===== config.mk =====
export PLATFORM = sky130hd
export DESIGN_NAME = cell_chunk_cache_lru
export DESIGN_NICKNAME = d
export VERILOG_FILES = /design/src/rtl/cccl_pkg.sv /design/src/rtl/cccl_ram.sv /design/src/rtl/cell_chunk_cache_lru.sv
export SDC_FILE = /design/constraint.sdc
export NUM_CORES = 2
export LEC_CHECK = 0
export ABC_AREA = 1
export BUFFER_PORTS_ARGS = -buffer_cell sky130_fd_sc_hd__buf_2
export CAP_MARGIN = 20
export CORE_MARGIN = 3
export CORE_UTILIZATION = 59
export CTS_BUF_LIST = sky130_fd_sc_hd__clkbuf_4 sky130_fd_sc_hd__clkbuf_8
export DETAILED_ROUTE_END_ITERATION = 12
export PLACE_DENSITY_LB_ADDON = 0.08
export SLEW_MARGIN = 20
export SYNTH_ARGS = -nofsm -noshare
export SYNTH_HDL_FRONTEND = slang
export SYNTH_SLANG_ARGS = --single-unit

===== constraint.sdc =====
create_clock -name clk -period 5.65 [get_ports clk]
set_input_delay 0.2825 -clock clk [delete_from_list [all_inputs] [get_ports clk]]
set_output_delay 0.2825 -clock clk [all_outputs]
set_load 0.02 [all_outputs]

===== src/rtl/cccl_pkg.sv =====
// Package for the cell chunk LRU cache: sizes, slot entry layout and status codes.
// Depends on nothing; used by the top level.
`default_nettype none
package cccl_pkg;

  localparam int SLOTS   = 64;
  localparam int SLOT_W  = (SLOTS > 1) ? $clog2(SLOTS) : 1;
  localparam int CNT_W   = $clog2(SLOTS + 1);
  localparam int CFG_W   = 7;
  localparam int BUD_W   = (CNT_W > CFG_W) ? CNT_W : CFG_W;
  localparam int COORD_W = 16;
  localparam int STAMP_W = 32;
  localparam int ENTRY_W = 2 * COORD_W + STAMP_W;

  localparam logic [2:0] ST_HIT   = 3'd0;
  localparam logic [2:0] ST_BUILT = 3'd1;
  localparam logic [2:0] ST_EVICT = 3'd2;
  localparam logic [2:0] ST_SKIP  = 3'd3;
  localparam logic [2:0] ST_FRAME = 3'd4;

  typedef struct packed {
    logic [COORD_W-1:0] col;
    logic [COORD_W-1:0] row;
    logic [STAMP_W-1:0] stamp;
  } entry_t;

endpackage
`default_nettype wire


===== src/rtl/cccl_ram.sv =====
// Generic simple dual-port RAM, one write port and one registered read port.
// Depends on nothing.
`default_nettype none
module cccl_ram #(
  parameter int DEPTH = 64,
  parameter int WIDTH = 64,
  parameter int AW    = (DEPTH > 1) ? $clog2(DEPTH) : 1
) (
  input  wire logic             clk,
  input  wire logic             we,
  input  wire logic [AW-1:0]    waddr,
  input  wire logic [WIDTH-1:0] wdata,
  input  wire logic [AW-1:0]    raddr,
  output logic      [WIDTH-1:0] rdata
);

  logic [WIDTH-1:0] mem [DEPTH];

  always_ff @(posedge clk) begin
    if (we) begin
      mem[waddr] <= wdata;
    end
  end

  always_ff @(posedge clk) begin
    rdata <= mem[raddr];
  end

endmodule
`default_nettype wire


===== src/rtl/cell_chunk_cache_lru.sv =====
// Top level of the cell chunk LRU cache: control sequencer, scan and result register.
// Depends on cccl_pkg and cccl_ram.
//
//  channel | ports                                    | direction
//  in      | in_valid in_stall in_kind in_cell_x/z    | request in
//  out     | out_valid out_stall out_slot out_status  | result out
//          | out_evicted_x out_evicted_z              |
//  cfg     | cfg_wr_en cfg_wr_data (build budget)     | register write
//
// Frame start: the request goes from S_IDLE straight to S_FIN, then to the result register.
// Cell request: S_SCAN reads the occupied slots one at a time from the tag/stamp RAM port
// (stops at a hit); a miss goes through S_MISS, then S_FIN and the result register.
// Reset initialises only the control registers; RAM entries are read only once written.
// A waiting result does not block the next request; a finished one waits for out_stall low.
`default_nettype none
module cell_chunk_cache_lru (
  input  wire logic                             clk,
  input  wire logic                             rst_n,
  input  wire logic                             in_valid,
  output logic                                  in_stall,
  input  wire logic                             in_kind,
  input  wire logic signed [cccl_pkg::COORD_W-1:0] in_cell_x,
  input  wire logic signed [cccl_pkg::COORD_W-1:0] in_cell_z,
  output logic                                  out_valid,
  input  wire logic                             out_stall,
  output logic [5:0]                            out_slot,
  output logic [2:0]                            out_status,
  output logic signed [cccl_pkg::COORD_W-1:0]   out_evicted_x,
  output logic signed [cccl_pkg::COORD_W-1:0]   out_evicted_z,
  input  wire logic                             cfg_wr_en,
  input  wire logic [cccl_pkg::CFG_W-1:0]       cfg_wr_data
);

  localparam logic [1:0] S_IDLE = 2'd0;
  localparam logic [1:0] S_SCAN = 2'd1;
  localparam logic [1:0] S_MISS = 2'd2;
  localparam logic [1:0] S_FIN  = 2'd3;

  logic [1:0]                     state_r, state_nxt;
  logic [cccl_pkg::SLOT_W-1:0]    idx_r, idx_nxt;
  logic [cccl_pkg::CNT_W-1:0]     used_r, used_nxt;
  logic [cccl_pkg::STAMP_W-1:0]   frame_r, frame_nxt;
  logic [cccl_pkg::BUD_W-1:0]     built_r, built_nxt;
  logic [cccl_pkg::BUD_W-1:0]     fbud_r, fbud_nxt;
  logic [cccl_pkg::CFG_W-1:0]     budget_r;
  logic                           out_valid_r, out_valid_nxt;

  logic [cccl_pkg::COORD_W-1:0]   cx_r, cx_nxt, cz_r, cz_nxt;
  logic [cccl_pkg::SLOT_W-1:0]    min_slot_r, min_slot_nxt;
  logic [cccl_pkg::STAMP_W-1:0]   min_stamp_r, min_stamp_nxt;
  logic [cccl_pkg::COORD_W-1:0]   min_col_r, min_col_nxt, min_row_r, min_row_nxt;
  logic [cccl_pkg::SLOT_W-1:0]    res_slot_r, res_slot_nxt;
  logic [2:0]                     res_status_r, res_status_nxt;
  logic [cccl_pkg::COORD_W-1:0]   res_ex_r, res_ex_nxt, res_ez_r, res_ez_nxt;
  logic [5:0]                     out_slot_r, out_slot_nxt;
  logic [2:0]                     out_status_r, out_status_nxt;
  logic [cccl_pkg::COORD_W-1:0]   out_ex_r, out_ex_nxt, out_ez_r, out_ez_nxt;

  logic                           ram_we;
  logic [cccl_pkg::SLOT_W-1:0]    ram_waddr, ram_raddr;
  logic [cccl_pkg::ENTRY_W-1:0]   ram_wdata, ram_rdata;
  cccl_pkg::entry_t               rd_ent;
  logic                           hit, take, last;

  cccl_ram #(
    .DEPTH (cccl_pkg::SLOTS),
    .WIDTH (cccl_pkg::ENTRY_W),
    .AW    (cccl_pkg::SLOT_W)
  ) u_ram (
    .clk   (clk),
    .we    (ram_we),
    .waddr (ram_waddr),
    .wdata (ram_wdata),
    .raddr (ram_raddr),
    .rdata (ram_rdata)
  );

  assign rd_ent   = cccl_pkg::entry_t'(ram_rdata);
  assign hit      = (rd_ent.col == cx_r) && (rd_ent.row == cz_r);
  assign take     = (idx_r == '0) || (rd_ent.stamp < min_stamp_r);
  assign last     = (cccl_pkg::CNT_W'(idx_r) + 1'b1) == used_r;
  assign in_stall = (state_r != S_IDLE);

  always_comb begin
    state_nxt      = state_r;
    idx_nxt        = idx_r;
    used_nxt       = used_r;
    frame_nxt      = frame_r;
    built_nxt      = built_r;
    fbud_nxt       = fbud_r;
    out_valid_nxt  = out_valid_r;
    cx_nxt         = cx_r;
    cz_nxt         = cz_r;
    min_slot_nxt   = min_slot_r;
    min_stamp_nxt  = min_stamp_r;
    min_col_nxt    = min_col_r;
    min_row_nxt    = min_row_r;
    res_slot_nxt   = res_slot_r;
    res_status_nxt = res_status_r;
    res_ex_nxt     = res_ex_r;
    res_ez_nxt     = res_ez_r;
    out_slot_nxt   = out_slot_r;
    out_status_nxt = out_status_r;
    out_ex_nxt     = out_ex_r;
    out_ez_nxt     = out_ez_r;
    ram_we         = 1'b0;
    ram_waddr      = min_slot_r;
    ram_wdata      = {cx_r, cz_r, frame_r};
    ram_raddr      = idx_r + 1'b1;

    if (out_valid_r && !out_stall) begin
      out_valid_nxt = 1'b0;
    end

    unique case (state_r)
      S_IDLE: begin
        ram_raddr = '0;
        if (in_valid) begin
          cx_nxt     = in_cell_x;
          cz_nxt     = in_cell_z;
          res_slot_nxt = '0;
          res_ex_nxt   = '0;
          res_ez_nxt   = '0;
          if (!in_kind) begin
            frame_nxt      = frame_r + 1'b1;
            built_nxt      = '0;
            fbud_nxt       = (used_r == '0) ? cccl_pkg::BUD_W'(cccl_pkg::SLOTS)
                                            : cccl_pkg::BUD_W'(budget_r);
            res_status_nxt = cccl_pkg::ST_FRAME;
            state_nxt      = S_FIN;
          end else begin
            idx_nxt   = '0;
            state_nxt = (used_r == '0) ? S_MISS : S_SCAN;
          end
        end
      end
      S_SCAN: begin
        if (hit) begin
          ram_we         = 1'b1;
          ram_waddr      = idx_r;
          res_slot_nxt   = idx_r;
          res_status_nxt = cccl_pkg::ST_HIT;
          state_nxt      = S_FIN;
        end else begin
          if (take) begin
            min_slot_nxt  = idx_r;
            min_stamp_nxt = rd_ent.stamp;
            min_col_nxt   = rd_ent.col;
            min_row_nxt   = rd_ent.row;
          end
          idx_nxt = idx_r + 1'b1;
          if (last) begin
            state_nxt = S_MISS;
          end
        end
      end
      S_MISS: begin
        state_nxt = S_FIN;
        if (built_r >= fbud_r) begin
          res_status_nxt = cccl_pkg::ST_SKIP;
        end else begin
          ram_we    = 1'b1;
          built_nxt = built_r + 1'b1;
          if (used_r < cccl_pkg::CNT_W'(cccl_pkg::SLOTS)) begin
            ram_waddr      = cccl_pkg::SLOT_W'(used_r);
            used_nxt       = used_r + 1'b1;
            res_slot_nxt   = cccl_pkg::SLOT_W'(used_r);
            res_status_nxt = cccl_pkg::ST_BUILT;
          end else begin
            res_slot_nxt   = min_slot_r;
            res_status_nxt = cccl_pkg::ST_EVICT;
            res_ex_nxt     = min_col_r;
            res_ez_nxt     = min_row_r;
          end
        end
      end
      S_FIN: begin
        if (!out_valid_r || !out_stall) begin
          out_valid_nxt  = 1'b1;
          out_slot_nxt   = 6'(res_slot_r);
          out_status_nxt = res_status_r;
          out_ex_nxt     = res_ex_r;
          out_ez_nxt     = res_ez_r;
          state_nxt      = S_IDLE;
        end
      end
      default: state_nxt = S_IDLE;
    endcase
  end

  always_ff @(posedge clk) begin
    if (!rst_n) begin
      state_r     <= S_IDLE;
      used_r      <= '0;
      frame_r     <= '0;
      built_r     <= '0;
      fbud_r      <= cccl_pkg::BUD_W'(cccl_pkg::SLOTS);
      budget_r    <= cccl_pkg::CFG_W'(1);
      out_valid_r <= 1'b0;
    end else begin
      state_r     <= state_nxt;
      used_r      <= used_nxt;
      frame_r     <= frame_nxt;
      built_r     <= built_nxt;
      fbud_r      <= fbud_nxt;
      out_valid_r <= out_valid_nxt;
      if (cfg_wr_en) begin
        budget_r <= cfg_wr_data;
      end
    end
  end

  always_ff @(posedge clk) begin
    idx_r        <= idx_nxt;
    cx_r         <= cx_nxt;
    cz_r         <= cz_nxt;
    min_slot_r   <= min_slot_nxt;
    min_stamp_r  <= min_stamp_nxt;
    min_col_r    <= min_col_nxt;
    min_row_r    <= min_row_nxt;
    res_slot_r   <= res_slot_nxt;
    res_status_r <= res_status_nxt;
    res_ex_r     <= res_ex_nxt;
    res_ez_r     <= res_ez_nxt;
    out_slot_r   <= out_slot_nxt;
    out_status_r <= out_status_nxt;
    out_ex_r     <= out_ex_nxt;
    out_ez_r     <= out_ez_nxt;
  end

  assign out_valid     = out_valid_r;
  assign out_slot      = out_slot_r;
  assign out_status    = out_status_r;
  assign out_evicted_x = out_ex_r;
  assign out_evicted_z = out_ez_r;

endmodule
`default_nettype wire


==> results.cfg <==
[run_status]
status = finished clean

[clock_network]
numCtsBuffers = 700
clock_latency_ns = 1.25
ctsRootBufferMaster = clkbuf_8
cts_buffer_depth = 4
clk_pin_slew_ns = 0.06
clock-sinks = 4413
cts_setup_buffers = 0
h-tree-depth = 6
cts_tree = built

[worst_setup_path]
cp_max_fo = 14
criticalPathCategory = flip-flop to flip-flop
cp.arrival_ns = 5.62
cp_data_required_time_ns = 6.54
worstSetupEndpointType = flip-flop
r2r_start = cz_r[12]
crit_path_start = cz_r[12]
worstSetupStartpointType = flip-flop

[synthesis]
ys_types = 53
syn_avg_cell_area_sq_um = 13.5
synth_top_area_cell = edfxtp_1
yosys-top-cells-area = edfxtp_1 (72%), o211ai_1 (6.5%), nand2_1 (2.8%)
yosysMostFrequentCell = edfxtp_1
synth_top_area_share_pct = 71.9
async_reset_ff_share_pct = 0
yosys_warnings = 0
synth_commonest_cells = edfxtp_1 (4286), o211ai_1 (1541), nand2_1 (1350)
synth_cells = 13300
ys_seq_area_share_pct = 73.3
synth_ff_type = edfxtp_1
synth_fp_nets = 13400
synth-edff-count = 4286
ys_seq_elements = 4413
synth_area_sq_um = 179000

[timing]
tns_ns = 0
period_minus_slack_ns = 4.74
slew_viol_final = 0
finalWorstSetupSlack_ns = 0.914
maxSlewHeadroom_pct = 22.1
finalSetupViolCount = 0
hold_viol_final = 0
skew_ns = 0.0710
rsz0062_at_grt = false
fmax_mhz = 211
period_share_pct = 83.8
tightestPinTransition_ns = 1.17

[placement]
dp_slack_ns = 1.05
portBuffers = 87
place.gp.congestion = 0.926
hpwl_mm = 326

[routing]
wl_per_cell_um = 31.1
drt_iter0_drc = 18000
dr_total_vias = 118000
remaining_drc_errors = 0
wirelength_mm = 564
drt_first_pass_iters = 9
antenna_left = 0
routed_via_density = 6.51

[floorplan]
pin_count = 88
die_y_um = 557
core_area_sq_um = 301000
rows = 201
die_width_um = 557
die_area_sq_um = 310000
start_util_pct = 59.5

[pwr]
p_per_area_nw_per_um2 = 501
power.total_mw = 100
vdd_drop_max_mv = 0.468
p_leak_nw = 65.2

[global_routing]
grt_pass1_wl_mm = 800
grt_max_degree = 185
grt_pass1_vias = 111000
gr-usage-all-layers_pct = 35.9
overflow = 0
antenna_found_initial = 43

[final_layout]
synthToLayoutAreaGrowth_pct = 11.7
ff_latch_area_sq_um = 131000
layout.nets = 13700
n_fill_cell = 21500
postLayoutCoreUtil_pct = 66.5
drive_gt1_share_pct = 12.5
multi_input_area_sq_um = 39300

[hold_path]
hold_start = in_cell_z[14]
hp-class = primary input to flip-flop

[flow_run]
cap_violations = 0
[critical path, stage by stage (launching register included)]
cell and delay (ns):
edfxtp_1 0.60, nand2_1 0.11, nand2_1 0.11, nand2_1 0.06
nor2_1 0.21, nand2_1 0.14, nor2_2 0.29, buf_4 0.24
nand2_2 0.14, nand2_1 0.21, nand2_2 0.12, nand2_1 0.08
nand2_1 0.12, nand2_1 0.16, nand3_1 0.61, nor2_4 0.84
buf_4 0.35
[kinds of logic (layout without fill, tap and decap cells)]
| group | Yosys count | after routing | share of synthesized area, % |
|---|---|---|---|
| compound gates | 2700 | 2700 | 11.2 |
| xor+xnor | 33 | 33 | 0.161 |
| fa+ha+maj | 48 | 48 | 0.335 |
| buf+inv | 2217 | 3108 | 5.09 |
| flops | 4413 | 4413 | 73.3 |
| mux | 223 | 223 | 1.25 |
| other cells | 0 | 18 | 0 |
| simple gates | 3637 | 3637 | 8.68 |
[cell usage in the layout (no fill, tap or decap), types with 7 or more instances in the layout]
master | synthesis | final
buf_4 | 58 | 302
o311ai_0 | 204 | 199
nor3_1 | 822 | 822
nand2_1 | 1350 | 1350
o31ai_1 | 289 | 289
o211ai_1 | 1541 | 1541
clkbuf_4 | 0 | 270
xnor2_1 | 18 | 18
xor2_1 | 15 | 15
diode_2 | 0 | 18
clkinv_1 | 3 | 160
dfxtp_4 | 0 | 28
o311ai_1 | 308 | 312
nor2_1 | 970 | 911
ha_1 | 48 | 46
clkinv_8 | 0 | 14
bufinv_16 | 0 | 7
mux2i_1 | 223 | 223
clkbuf_8 | 0 | 716
edfxtp_1 | 4286 | 4286
clkinv_2 | 1 | 51
nand4_1 | 16 | 16
clkinvlp_4 | 0 | 8
nand2_2 | 8 | 8
inv_6 | 0 | 10
buf_2 | 359 | 87
nor2_4 | 5 | 74
nand3_1 | 422 | 422
o21ai_0 | 266 | 266
a21oi_1 | 64 | 62
buf_12 | 0 | 128
inv_1 | 1230 | 1229
inv_8 | 0 | 13
inv_12 | 0 | 8
dlygate4sd3_1 | 0 | 96
a211oi_1 | 7 | 7
dfxtp_1 | 127 | 98
[path summary, 6_finish.rpt]
kind	to	slack [ns]	cells after the start
max reg2reg	u_ram.mem[35][27]	0.91	16
min	cz_r[14]	0.11	2
min reg2reg	out_evicted_x[7]	0.41	0
max	u_ram.mem[35][27]	0.91	16
[stage by stage]
step,hold slack (ns),std cells,instance area [sq um]
after global routing,0.0461,18100,200000
after detailed placement,0.405,16800,186000
after global placement,0.405,16800,186000
final,0.111,18100,200000
after CTS,0.00850,18100,200000
after floorplan,0.381,13300,179000
[report_power, final]
group,internal [mW],switching [mW]
logic,9.00,26.2
clock network,14.0,12.7
registers,37.6,0.814
total,60.6,39.7
[routing by layer]
metal  GRT usage (%)  vias to the layer above  part of all wire [%]
met4            15.8                        8                   5.0
met3            9.07                     1177                    13
met1            50.7                    58400                    38
met2            53.2                     7768                    44
met5               0                        -                 0.010
li1                -                    50700                     -
[sequential cells by signal, summed over array words and instances (netlist names), 16 cells and up]
name	count
cz_r	16
out_evicted_z	16
u_ram.mem	4096
frame_r	32
res_ex_r	16
out_evicted_x	16
cx_r	16
min_stamp_r	32
min_row_r	16
res_ez_r	16
u_ram.rdata	64
min_col_r	16
[repair_timing]
action / CTS / global route
hold endpoints to repair: 208 / 0
hold buffers: 96 / 0
endpoints found under the setup margin: 0 / 0
resized for setup: 0 / 0
[cell type report]
type,count,area share [%]
Antenna cell,18,0.0225
Multi-Input combinational cell,6641,19.6
Sequential cell,4413,65.6
Inverter,1243,2.34
Tap cell,3958,2.47
Clock buffer,986,5.94
Timing Repair Buffer,613,3.11
Clock inverter,266,0.843
Power figures use the tool's default switching activity.
